### src/rtl/lpm_pkg.sv
// Types and constants of the LED panel coordinate mapper
package lpm_pkg;

   localparam int CSR_IDX_W  = 3;
   localparam int CSR_DATA_W = 16;
   localparam int OFS_W      = 17;

   localparam logic ACT_LOAD = 1'b0;
   localparam logic ACT_MAP  = 1'b1;

   localparam int FLAG_RIGHT  = 0;
   localparam int FLAG_BOTTOM = 1;
   localparam int FLAG_VERT   = 2;
   localparam int FLAG_SERP   = 3;

   localparam logic [OFS_W-1:0] OFS_SAT = OFS_W'(17'h10000);

   typedef enum logic [CSR_IDX_W-1:0] {
      REG_GRID_WIDTH    = 3'd0,
      REG_GRID_HEIGHT   = 3'd1,
      REG_STRIP_LENGTH  = 3'd2,
      REG_FIRST_LED     = 3'd3,
      REG_REVERSE_ORDER = 3'd4,
      REG_BRIGHTNESS    = 3'd5,
      REG_PANEL_COUNT   = 3'd6
   } csr_reg_type;

   typedef struct packed {
      logic [8:0]  grid_width;
      logic [8:0]  grid_height;
      logic [15:0] strip_length;
      logic [15:0] first_led;
      logic        reverse_order;
      logic [7:0]  brightness;
      logic [2:0]  panel_count;
   } cfg_type;

   typedef struct packed {
      logic [7:0] left;
      logic [7:0] top;
      logic [8:0] width;
      logic [8:0] height;
      logic [3:0] flags;
   } panel_desc_type;

   typedef struct packed {
      logic             valid;
      logic             is_map;
      logic [7:0]       x;
      logic [7:0]       y;
      logic [7:0]       red;
      logic [7:0]       green;
      logic [7:0]       blue;
      logic [1:0]       slot;
      logic             found;
      logic [OFS_W-1:0] offset;
      panel_desc_type   desc;
   } chain_item_type;

   typedef struct packed {
      logic        hit;
      logic [16:0] led_index;
      logic [7:0]  red_out;
      logic [7:0]  green_out;
      logic [7:0]  blue_out;
   } rsp_payload_type;

endpackage

### src/rtl/lpm_if.sv
// Channel interfaces of the LED panel coordinate mapper
interface lpm_req_if;
   logic       valid;
   logic       ready;
   logic       action;
   logic [7:0] pixel_x;
   logic [7:0] pixel_y;
   logic [7:0] red_in;
   logic [7:0] green_in;
   logic [7:0] blue_in;
   logic [1:0] panel_slot;
   logic [7:0] panel_left;
   logic [7:0] panel_top;
   logic [8:0] panel_width;
   logic [8:0] panel_height;
   logic [3:0] panel_flags;

   modport source (
      output valid, action, pixel_x, pixel_y, red_in, green_in, blue_in, panel_slot,
             panel_left, panel_top, panel_width, panel_height, panel_flags,
      input  ready
   );
   modport sink (
      input  valid, action, pixel_x, pixel_y, red_in, green_in, blue_in, panel_slot,
             panel_left, panel_top, panel_width, panel_height, panel_flags,
      output ready
   );
endinterface

interface lpm_rsp_if;
   logic        valid;
   logic        ready;
   logic        hit;
   logic [16:0] led_index;
   logic [7:0]  red_out;
   logic [7:0]  green_out;
   logic [7:0]  blue_out;

   modport source (output valid, hit, led_index, red_out, green_out, blue_out, input ready);
   modport sink (input valid, hit, led_index, red_out, green_out, blue_out, output ready);
endinterface

interface lpm_csr_if;
   logic        valid;
   logic        ready;
   logic [2:0]  index;
   logic [15:0] data;

   modport source (output valid, index, data, input ready);
   modport sink (input valid, index, data, output ready);
endinterface

### src/rtl/led_panel_xy_to_index_mapper_core.sv
// Top level of the LED panel coordinate mapper: registers, panel chain and back end
//
//  channel  | role     | handshake    | carries
//  req_chan | in, item | valid/ready  | load descriptor or map pixel
//  rsp_chan | out      | valid/ready  | hit, led_index, scaled colour
//  csr_chan | in       | valid/ready  | register index and data, always ready
//
// One item enters per cycle unless the result stalls; a map item's result passes through
// the panel chain (one cell per panel) and four back end stages.
// Load items flow through the chain and write their slot on arrival; they give no result.
// A stalled result holds the whole pipeline; req ready is low only then.
// Reset clears the control state and registers; the panel table is undefined until loaded.
module led_panel_xy_to_index_mapper_core #(
   parameter int NUM_PANELS = 4,
   parameter int COORD_BITS = 8
) (
   input logic          clock,
   input logic          reset,
   lpm_req_if.sink      req_chan,
   lpm_rsp_if.source    rsp_chan,
   lpm_csr_if.sink      csr_chan
);
   import lpm_pkg::*;

   localparam int         CW         = (COORD_BITS < 8) ? COORD_BITS : 8;
   localparam logic [7:0] COORD_MASK = 8'((1 << CW) - 1);

   cfg_type         cfg_ff;
   cfg_type         cfg_in;
   logic            adv;
   logic            fin_valid;
   rsp_payload_type fin_data;
   chain_item_type  chain [NUM_PANELS+1];

   always_comb begin
      cfg_in = cfg_ff;
      if (csr_chan.valid) begin
         unique case (csr_chan.index)
            REG_GRID_WIDTH:    cfg_in.grid_width    = csr_chan.data[8:0];
            REG_GRID_HEIGHT:   cfg_in.grid_height   = csr_chan.data[8:0];
            REG_STRIP_LENGTH:  cfg_in.strip_length  = csr_chan.data;
            REG_FIRST_LED:     cfg_in.first_led     = csr_chan.data;
            REG_REVERSE_ORDER: cfg_in.reverse_order = csr_chan.data[0];
            REG_BRIGHTNESS:    cfg_in.brightness    = csr_chan.data[7:0];
            REG_PANEL_COUNT:   cfg_in.panel_count   = csr_chan.data[2:0];
            default: ;
         endcase
      end
   end

   always_ff @(posedge clock) begin
      if (reset) begin
         cfg_ff.grid_width    <= 9'd16;
         cfg_ff.grid_height   <= 9'd16;
         cfg_ff.strip_length  <= 16'd256;
         cfg_ff.first_led     <= 16'd0;
         cfg_ff.reverse_order <= 1'b0;
         cfg_ff.brightness    <= 8'd255;
         cfg_ff.panel_count   <= 3'd0;
      end else begin
         cfg_ff <= cfg_in;
      end
   end

   assign csr_chan.ready = 1'b1;

   assign adv            = !fin_valid || rsp_chan.ready;
   assign req_chan.ready = adv;

   always_comb begin
      chain[0]              = '0;
      chain[0].valid        = req_chan.valid;
      chain[0].is_map       = (req_chan.action == ACT_MAP);
      chain[0].x            = req_chan.pixel_x & COORD_MASK;
      chain[0].y            = req_chan.pixel_y & COORD_MASK;
      chain[0].red          = req_chan.red_in;
      chain[0].green        = req_chan.green_in;
      chain[0].blue         = req_chan.blue_in;
      chain[0].slot         = req_chan.panel_slot;
      if (req_chan.action == ACT_LOAD) begin
         chain[0].desc.left   = req_chan.panel_left;
         chain[0].desc.top    = req_chan.panel_top;
         chain[0].desc.width  = req_chan.panel_width;
         chain[0].desc.height = req_chan.panel_height;
         chain[0].desc.flags  = req_chan.panel_flags;
      end
   end

   for (genvar i = 0; i < NUM_PANELS; i++) begin : g_cell
      lpm_cell #(
         .CELL_IDX (i)
      ) u_cell (
         .clock       (clock),
         .reset       (reset),
         .adv         (adv),
         .panel_count (cfg_ff.panel_count),
         .up_item     (chain[i]),
         .dn_item     (chain[i+1])
      );
   end

   lpm_finish u_finish (
      .clock     (clock),
      .reset     (reset),
      .adv       (adv),
      .cfg       (cfg_ff),
      .item      (chain[NUM_PANELS]),
      .rsp_valid (fin_valid),
      .rsp_data  (fin_data)
   );

   assign rsp_chan.valid     = fin_valid;
   assign rsp_chan.hit       = fin_data.hit;
   assign rsp_chan.led_index = fin_data.led_index;
   assign rsp_chan.red_out   = fin_data.red_out;
   assign rsp_chan.green_out = fin_data.green_out;
   assign rsp_chan.blue_out  = fin_data.blue_out;

endmodule

### src/rtl/lpm_cell.sv
// One panel cell of the search chain: holds a descriptor, tests and forwards the item
module lpm_cell #(
   parameter int CELL_IDX = 0
) (
   input  logic                   clock,
   input  logic                   reset,
   input  logic                   adv,
   input  logic [2:0]             panel_count,
   input  lpm_pkg::chain_item_type up_item,
   output lpm_pkg::chain_item_type dn_item
);
   import lpm_pkg::*;

   panel_desc_type desc_ff;
   logic [17:0]    area_ff;
   chain_item_type item_ff;
   chain_item_type item_in;

   logic           load_hit;
   logic           active;
   logic           holds;
   logic [9:0]     x_end;
   logic [9:0]     y_end;
   logic [18:0]    ofs_sum;

   assign load_hit = up_item.valid && !up_item.is_map && ({2'b00, up_item.slot} == 4'(CELL_IDX));
   assign active   = {1'b0, panel_count} > 4'(CELL_IDX);
   assign x_end    = {2'b00, desc_ff.left} + {1'b0, desc_ff.width};
   assign y_end    = {2'b00, desc_ff.top} + {1'b0, desc_ff.height};
   assign holds    = active
                   && (up_item.x >= desc_ff.left) && ({2'b00, up_item.x} < x_end)
                   && (up_item.y >= desc_ff.top)  && ({2'b00, up_item.y} < y_end);
   assign ofs_sum  = {2'b00, up_item.offset} + {1'b0, area_ff};

   always_comb begin
      item_in = up_item;
      if (up_item.is_map && !up_item.found) begin
         if (holds) begin
            item_in.found = 1'b1;
            item_in.desc  = desc_ff;
         end else if (active) begin
            item_in.offset = (ofs_sum[18:16] != 3'd0) ? OFS_SAT : ofs_sum[OFS_W-1:0];
         end
      end
   end

   always_ff @(posedge clock) begin
      if (adv && load_hit) begin
         desc_ff <= up_item.desc;
         area_ff <= up_item.desc.width * up_item.desc.height;
      end
   end

   always_ff @(posedge clock) begin
      if (reset) begin
         item_ff.valid <= 1'b0;
      end else if (adv) begin
         item_ff <= item_in;
      end
   end

   assign dn_item = item_ff;

endmodule

### src/rtl/lpm_finish.sv
// Back end: local coordinates, strip order, index bounds and colour scaling
module lpm_finish (
   input  logic                    clock,
   input  logic                    reset,
   input  logic                    adv,
   input  lpm_pkg::cfg_type        cfg,
   input  lpm_pkg::chain_item_type item,
   output logic                    rsp_valid,
   output lpm_pkg::rsp_payload_type rsp_data
);
   import lpm_pkg::*;

   function automatic logic [7:0] div_full(input logic [15:0] p);
      logic [16:0] t;
      t = {1'b0, p} + {9'd0, p[15:8]} + 17'd1;
      return t[15:8];
   endfunction

   logic [8:0] lx;
   logic [8:0] ly;
   logic [8:0] xp;
   logic [8:0] yp;
   logic [8:0] strip_in;
   logic [8:0] pos_pre;
   logic [8:0] slen_in;
   logic [8:0] pos_in;
   logic       in_grid;

   logic             s1_valid_ff;
   logic             s1_ok_ff;
   logic [8:0]       s1_strip_ff;
   logic [8:0]       s1_slen_ff;
   logic [8:0]       s1_pos_ff;
   logic [OFS_W-1:0] s1_offset_ff;
   logic [7:0]       s1_red_ff;
   logic [7:0]       s1_green_ff;
   logic [7:0]       s1_blue_ff;

   logic             s2_valid_ff;
   logic             s2_ok_ff;
   logic [17:0]      s2_prod_ff;
   logic [8:0]       s2_pos_ff;
   logic [OFS_W-1:0] s2_offset_ff;
   logic [15:0]      s2_red_ff;
   logic [15:0]      s2_green_ff;
   logic [15:0]      s2_blue_ff;

   logic [18:0]      pix;
   logic             s3_valid_ff;
   logic             s3_hit_ff;
   logic [15:0]      s3_pix_ff;
   logic [7:0]       s3_red_ff;
   logic [7:0]       s3_green_ff;
   logic [7:0]       s3_blue_ff;

   logic [15:0]      strip_pos;
   logic [16:0]      led_sum;
   logic             rsp_valid_ff;
   rsp_payload_type  rsp_ff;
   rsp_payload_type  rsp_in;

   always_comb begin
      lx       = {1'b0, item.x} - {1'b0, item.desc.left};
      ly       = {1'b0, item.y} - {1'b0, item.desc.top};
      xp       = item.desc.flags[FLAG_RIGHT]  ? (item.desc.width - 9'd1 - lx)  : lx;
      yp       = item.desc.flags[FLAG_BOTTOM] ? (item.desc.height - 9'd1 - ly) : ly;
      strip_in = item.desc.flags[FLAG_VERT] ? xp : yp;
      pos_pre  = item.desc.flags[FLAG_VERT] ? yp : xp;
      slen_in  = item.desc.flags[FLAG_VERT] ? item.desc.height : item.desc.width;
      pos_in   = (item.desc.flags[FLAG_SERP] && strip_in[0]) ? (slen_in - 9'd1 - pos_pre)
                                                             : pos_pre;
      in_grid  = ({1'b0, item.x} < cfg.grid_width) && ({1'b0, item.y} < cfg.grid_height);
   end

   assign pix = {2'b00, s2_offset_ff} + {1'b0, s2_prod_ff} + {10'd0, s2_pos_ff};

   always_comb begin
      strip_pos = cfg.reverse_order ? (cfg.strip_length - 16'd1 - s3_pix_ff) : s3_pix_ff;
      led_sum   = {1'b0, cfg.first_led} + {1'b0, strip_pos};
      rsp_in    = '0;
      if (s3_hit_ff) begin
         rsp_in.hit       = 1'b1;
         rsp_in.led_index = led_sum;
         rsp_in.red_out   = s3_red_ff;
         rsp_in.green_out = s3_green_ff;
         rsp_in.blue_out  = s3_blue_ff;
      end
   end

   always_ff @(posedge clock) begin
      if (reset) begin
         s1_valid_ff  <= 1'b0;
         s2_valid_ff  <= 1'b0;
         s3_valid_ff  <= 1'b0;
         rsp_valid_ff <= 1'b0;
      end else if (adv) begin
         s1_valid_ff  <= item.valid && item.is_map;
         s2_valid_ff  <= s1_valid_ff;
         s3_valid_ff  <= s2_valid_ff;
         rsp_valid_ff <= s3_valid_ff;
      end
   end

   always_ff @(posedge clock) begin
      if (adv) begin
         s1_ok_ff     <= item.found && in_grid;
         s1_strip_ff  <= strip_in;
         s1_slen_ff   <= slen_in;
         s1_pos_ff    <= pos_in;
         s1_offset_ff <= item.offset;
         s1_red_ff    <= item.red;
         s1_green_ff  <= item.green;
         s1_blue_ff   <= item.blue;

         s2_ok_ff     <= s1_ok_ff;
         s2_prod_ff   <= s1_strip_ff * s1_slen_ff;
         s2_pos_ff    <= s1_pos_ff;
         s2_offset_ff <= s1_offset_ff;
         s2_red_ff    <= s1_red_ff * cfg.brightness;
         s2_green_ff  <= s1_green_ff * cfg.brightness;
         s2_blue_ff   <= s1_blue_ff * cfg.brightness;

         s3_hit_ff    <= s2_ok_ff && (pix < {3'b000, cfg.strip_length});
         s3_pix_ff    <= pix[15:0];
         s3_red_ff    <= div_full(s2_red_ff);
         s3_green_ff  <= div_full(s2_green_ff);
         s3_blue_ff   <= div_full(s2_blue_ff);

         rsp_ff       <= rsp_in;
      end
   end

   assign rsp_valid = rsp_valid_ff;
   assign rsp_data  = rsp_ff;

endmodule

### src/flat_wrapper.sv
// flat-port wrapper written by rule: the top's interface ports become plain ports
module led_panel_xy_to_index_mapper_core_flat import lpm_pkg::*;
#(
   parameter int NUM_PANELS = 4,
   parameter int COORD_BITS = 8
)
  (clock, reset, req_chan_valid, req_chan_action, req_chan_pixel_x, req_chan_pixel_y, req_chan_red_in, req_chan_green_in, req_chan_blue_in, req_chan_panel_slot, req_chan_panel_left, req_chan_panel_top, req_chan_panel_width, req_chan_panel_height, req_chan_panel_flags, req_chan_ready, rsp_chan_valid, rsp_chan_hit, rsp_chan_led_index, rsp_chan_red_out, rsp_chan_green_out, rsp_chan_blue_out, rsp_chan_ready, csr_chan_valid, csr_chan_index, csr_chan_data, csr_chan_ready);
  lpm_req_if req_chan_i ();
  lpm_rsp_if rsp_chan_i ();
  lpm_csr_if csr_chan_i ();
  input logic clock;
  input logic reset;
  input wire logic [$bits(req_chan_i.valid)-1:0] req_chan_valid;
  input wire logic [$bits(req_chan_i.action)-1:0] req_chan_action;
  input wire logic [$bits(req_chan_i.pixel_x)-1:0] req_chan_pixel_x;
  input wire logic [$bits(req_chan_i.pixel_y)-1:0] req_chan_pixel_y;
  input wire logic [$bits(req_chan_i.red_in)-1:0] req_chan_red_in;
  input wire logic [$bits(req_chan_i.green_in)-1:0] req_chan_green_in;
  input wire logic [$bits(req_chan_i.blue_in)-1:0] req_chan_blue_in;
  input wire logic [$bits(req_chan_i.panel_slot)-1:0] req_chan_panel_slot;
  input wire logic [$bits(req_chan_i.panel_left)-1:0] req_chan_panel_left;
  input wire logic [$bits(req_chan_i.panel_top)-1:0] req_chan_panel_top;
  input wire logic [$bits(req_chan_i.panel_width)-1:0] req_chan_panel_width;
  input wire logic [$bits(req_chan_i.panel_height)-1:0] req_chan_panel_height;
  input wire logic [$bits(req_chan_i.panel_flags)-1:0] req_chan_panel_flags;
  output wire logic [$bits(req_chan_i.ready)-1:0] req_chan_ready;
  output wire logic [$bits(rsp_chan_i.valid)-1:0] rsp_chan_valid;
  output wire logic [$bits(rsp_chan_i.hit)-1:0] rsp_chan_hit;
  output wire logic [$bits(rsp_chan_i.led_index)-1:0] rsp_chan_led_index;
  output wire logic [$bits(rsp_chan_i.red_out)-1:0] rsp_chan_red_out;
  output wire logic [$bits(rsp_chan_i.green_out)-1:0] rsp_chan_green_out;
  output wire logic [$bits(rsp_chan_i.blue_out)-1:0] rsp_chan_blue_out;
  input wire logic [$bits(rsp_chan_i.ready)-1:0] rsp_chan_ready;
  input wire logic [$bits(csr_chan_i.valid)-1:0] csr_chan_valid;
  input wire logic [$bits(csr_chan_i.index)-1:0] csr_chan_index;
  input wire logic [$bits(csr_chan_i.data)-1:0] csr_chan_data;
  output wire logic [$bits(csr_chan_i.ready)-1:0] csr_chan_ready;
  assign req_chan_i.valid = req_chan_valid;
  assign req_chan_i.action = req_chan_action;
  assign req_chan_i.pixel_x = req_chan_pixel_x;
  assign req_chan_i.pixel_y = req_chan_pixel_y;
  assign req_chan_i.red_in = req_chan_red_in;
  assign req_chan_i.green_in = req_chan_green_in;
  assign req_chan_i.blue_in = req_chan_blue_in;
  assign req_chan_i.panel_slot = req_chan_panel_slot;
  assign req_chan_i.panel_left = req_chan_panel_left;
  assign req_chan_i.panel_top = req_chan_panel_top;
  assign req_chan_i.panel_width = req_chan_panel_width;
  assign req_chan_i.panel_height = req_chan_panel_height;
  assign req_chan_i.panel_flags = req_chan_panel_flags;
  assign req_chan_ready = req_chan_i.ready;
  assign rsp_chan_valid = rsp_chan_i.valid;
  assign rsp_chan_hit = rsp_chan_i.hit;
  assign rsp_chan_led_index = rsp_chan_i.led_index;
  assign rsp_chan_red_out = rsp_chan_i.red_out;
  assign rsp_chan_green_out = rsp_chan_i.green_out;
  assign rsp_chan_blue_out = rsp_chan_i.blue_out;
  assign rsp_chan_i.ready = rsp_chan_ready;
  assign csr_chan_i.valid = csr_chan_valid;
  assign csr_chan_i.index = csr_chan_index;
  assign csr_chan_i.data = csr_chan_data;
  assign csr_chan_ready = csr_chan_i.ready;
  led_panel_xy_to_index_mapper_core #(.NUM_PANELS(NUM_PANELS), .COORD_BITS(COORD_BITS)) u_core (.clock(clock), .reset(reset), .req_chan(req_chan_i), .rsp_chan(rsp_chan_i), .csr_chan(csr_chan_i));
endmodule
### config.mk
export PLATFORM = sky130hd
export DESIGN_NAME = led_panel_xy_to_index_mapper_core_flat
export DESIGN_NICKNAME = d
export VERILOG_FILES = /design/src/rtl/lpm_pkg.sv /design/src/rtl/lpm_if.sv /design/src/rtl/led_panel_xy_to_index_mapper_core.sv /design/src/rtl/lpm_cell.sv /design/src/rtl/lpm_finish.sv /design/src/flat_wrapper.sv
export SDC_FILE = /design/constraint.sdc
export NUM_CORES = 2
export LEC_CHECK = 0
export ABC_AREA = 1
export BUFFER_PORTS_ARGS = -buffer_cell sky130_fd_sc_hd__buf_2
export CAP_MARGIN = 20
export CORE_UTILIZATION = 30
export DETAILED_ROUTE_END_ITERATION = 10
export PLACE_DENSITY = 0.49
export SLEW_MARGIN = 40
export SYNTH_ARGS = -nofsm -noshare
export SYNTH_HDL_FRONTEND = slang
export SYNTH_SLANG_ARGS = --single-unit
### constraint.sdc
create_clock -name clock -period 31.3 [get_ports clock]
set_input_delay 6.26 -clock clock [delete_from_list [all_inputs] [get_ports clock]]
set_output_delay 6.26 -clock clock [all_outputs]
set_load 0.01 [all_outputs]
==> run_results.csv <==
group,metric,value,unit
final_layout,final_util,33.7,%
setup_path,crit_path_start,"rsp_chan_ready",
global_route,antenna_found_initial,11,
synthesis,yosysSeqAreaShare,42.5,%
clocking,cts.path.max_buffers,3,
clocking,cts_tree,"done",
placement,dpl.hpwl,115000,um
sta,clock_skew,48.6,ps
clocking,post-cts-setup-buffers,0,
synthesis,ys_ff_latch,933,
flow_run,maxCapViolCount,0,
final_layout,nets,7905,
floorplan,floorplan.initialDensity,30.2,%
synthesis,ys_types,59,
setup_path,cp_cell_sequence,"buf_2 > nor2_1 > buf_4 > inv_8 > buf_2",
drt,drc_errors,26,
sta,slew_violations,0,
power_and_ir_drop,vdd_drop_max,0.0470,mV
drt,drt.antenna.violating_nets,0,
global_route,grt.total_usage,13.9,%
floorplan,die_w,465,um
setup_path,rr_worst_depth,21,
hold_path,hold_class,"register to register",
power_and_ir_drop,powerDensity,66.9,nW/um2
final_layout,final_cell_mix,"inv_1, nand2_1, edfxtp_1",
floorplan,die-height,465,um
global_route,grt_pass1_wl,239000,um
clocking,cts_htree_levels,3,
final_layout,synthToLayoutAreaGrowth,11.5,%
setup_path,critical_path.n_buffers_inverters,4,
floorplan,ios,150,
setup_path,critPathMaxFanout,80,
sta,hold_violations,0,
power_and_ir_drop,power_frac_comb,37.9,%
setup_path,cp-endpoint,"req_chan_ready",
sta,min_period_over_period,43.3,%
setup_path,worstSetupPathType,"input port to primary output",
global_route,grt_overflow_total,0,
global_route,grt_pass1_vias,43700,
final_layout,drive_above_1_share,6.30,%
setup_path,crit_family,"buffers and inverters",
setup_path,cpMostUsedCell,"buf_2",
sta,slew_headroom,46.4,%
setup_path,crit_cells,5,
sta,finalSetupViolations,0,
clocking,cts_hold_buf,0,
clocking,cts.sinks,933,
sta,tightest_slew,803,ps
power_and_ir_drop,p_switching,1.73,mW
final_layout,layout.cells.most_common,"inv_1",
drt,wirelength,148000,um
clocking,cts_made_buffers,109,
drt,vias,42500,
power_and_ir_drop,seqPwrFrac,35.7,%
synthesis,syn_inst,6646,
floorplan,coreArea,213000,um2
setup_path,required,25040,ps
synthesis,synth_edf_count,863,
setup_path,reg2reg_from,"u_core.g_cell[2].u_cell.dn_item[5]$_DFFE_PP_",
synthesis,synth.avg_cell_area,9.67,um2
power_and_ir_drop,p_sw_share,36.2,%
drt,drtIter0Drc,2394,
sta,final.setup.tns,0,ps
sta,period_minus_slack,13570,ps
synthesis,synthesis.area,64200,um2
setup_path,cp-start-kind,"input port",
sta,max_freq,0.0737,GHz
synthesis,yosys_warnings,0,
placement,port_buffers,148,
synthesis,async_flop_share,0,%
setup_path,worst-endpoint-arrival,7310,ps
clocking,path_clk_slew,60,ps
power_and_ir_drop,p_int,3.06,mW
status,violations,"DRC",
drt,drt_pass1_iterations,9,
setup_path,cp_slowest_cell,"inv_8",
synthesis,synthFlopType,"edfxtp_1",
clocking,clk-insertion-delay-late,750,ps
setup_path,endpoint_kind,"primary output",
synthesis,synth_nets,7806,
power_and_ir_drop,power.total,4.79,mW
clocking,cts-resized-gates,0,
power_and_ir_drop,clkPwrFrac,26.4,%
drt,wire_per_inst,15.3,um
sta,grt_setup_unrepaired,"false",
clocking,cts_root_buf,"clkbuf_16",
placement,gp_congestion,0.833,
floorplan,dieArea,216000,um2
status,run_status,"finished, violations left",
drt,vias_per_cell,4.40,
setup_path,rr_endpoint,"u_core.g_cell[3].u_cell.area_ff[16]$_DFFE_PP_",
setup_path,reg2reg_slack,25920,ps
global_route,grt_max_degree,107,
power_and_ir_drop,power.leakage,34.9,nW
floorplan,rows,169,
setup_path,cp_slowest_stage_delay,380,ps
kinds of logic after synthesis:
kind of cell | synth area share, %
simple gates | 12.0
buf+inv | 9.76
compound gates | 7.62
other cells | 0.00584
flops | 42.5
fa+ha+maj | 25.1
xor+xnor | 3.00
stage by stage:
stage,cells,setup slack (ps),area (um2),hold WS [ps]
floorplan,6646,7340,64200,400
global placement,9452,17740,67900,403
detailed placement,9455,17730,68000,405
CTS,9657,17720,71600,393
global route,9659,17650,71600,409
finish,9660,17730,71600,403
cells in the mapped netlist, types with 13 or more instances:
| cell | n | area, um2 |
|---|---|---|
| a21oi_1 | 382 | 1910 |
| o21bai_1 | 25 | 188 |
| a21o_1 | 17 | 128 |
| buf_6 | 13 | 146 |
| o21ai_2 | 32 | 280 |
| xnor2_1 | 92 | 806 |
| dfxtp_1 | 70 | 1400 |
| nand3_1 | 168 | 841 |
| nor2_1 | 277 | 1040 |
| ha_1 | 669 | 8370 |
| nand2_1 | 1370 | 5140 |
| inv_1 | 1435 | 5390 |
| o221ai_1 | 13 | 114 |
| o21ai_1 | 39 | 195 |
| fa_1 | 386 | 7730 |
| edfxtp_1 | 863 | 25900 |
| o21ai_0 | 307 | 1540 |
| nand4_1 | 35 | 219 |
| xor2_1 | 128 | 1120 |
| a31oi_1 | 17 | 106 |
| clkbuf_1 | 154 | 578 |
power groups by stage:
stage               logic, mW  clock network, mW  registers, mW
finish                   1.82               1.27           1.71
global route             2.13               1.35           1.73
CTS                      1.86               1.31           1.71
detailed placement       1.85                  0           1.74
global placement         1.83                  0           1.74
floorplan                1.40                  0           1.68
flip-flops by register name, indices dropped and copies added (netlist names), 9 cells and up:
signal	cells
u_core.cfg_ff	62
u_core.g_cell.u_cell.area_ff	72
u_core.g_cell.u_cell.desc_ff	152
u_core.g_cell.u_cell.dn_item	398
u_core.u_finish.rsp_data	42
u_core.u_finish.s1_offset_ff	17
u_core.u_finish.s1_pos_ff	9
u_core.u_finish.s1_slen_ff	9
u_core.u_finish.s1_strip_ff	9
u_core.u_finish.s2_blue_ff	16
u_core.u_finish.s2_green_ff	16
u_core.u_finish.s2_offset_ff	17
u_core.u_finish.s2_pos_ff	9
u_core.u_finish.s2_prod_ff	18
u_core.u_finish.s2_red_ff	16
u_core.u_finish.s3_pix_ff	16
routing by layer:
layer	part of all wire (%)	wire (um)	vias to the layer above	global-route usage [%]
li1	-	-	21500	-
met1	48	71600	20200	19.1
met2	46	68600	632	23.3
met3	3.4	5050	161	1.80
met4	1.9	2830	2	3.30
met5	0.0088	13	-	0
final cells by class:
cell class / instances / area [um2]
Antenna cell: 3 / 7.51
Clock buffer: 131 / 2840
Clock inverter: 71 / 746
Fill cell: 21700 / 141000
Inverter: 1440 / 5410
Multi-Input combinational cell: 4080 / 30700
Sequential cell: 933 / 27300
Tap cell: 2821 / 3530
Timing Repair Buffer: 181 / 1080
worst min-delay path by stage:
stage,start,to,depth (start not counted)
floorplan,u_core.g_cell[0].u_cell.dn_item[58]$_DFFE_PP_,u_core.g_cell[1].u_cell.dn_item[58]$_DFFE_PP_,0
global placement,u_core.g_cell[1].u_cell.dn_item[74]$_DFFE_PP_,u_core.g_cell[2].u_cell.dn_item[74]$_DFFE_PP_,0
global route,u_core.g_cell[3].u_cell.dn_item[48]$_DFFE_PP_,u_core.u_finish.s1_offset_ff[10]$_DFFE_PN_,0
finish,u_core.g_cell[3].u_cell.dn_item[48]$_DFFE_PP_,u_core.u_finish.s1_offset_ff[10]$_DFFE_PN_,0
detailed placement,u_core.g_cell[0].u_cell.dn_item[62]$_DFFE_PP_,u_core.g_cell[1].u_cell.dn_item[62]$_DFFE_PP_,0
CTS,u_core.g_cell[3].u_cell.dn_item[48]$_DFFE_PP_,u_core.u_finish.s1_offset_ff[10]$_DFFE_PN_,0
Power figures use the tool's default switching activity.
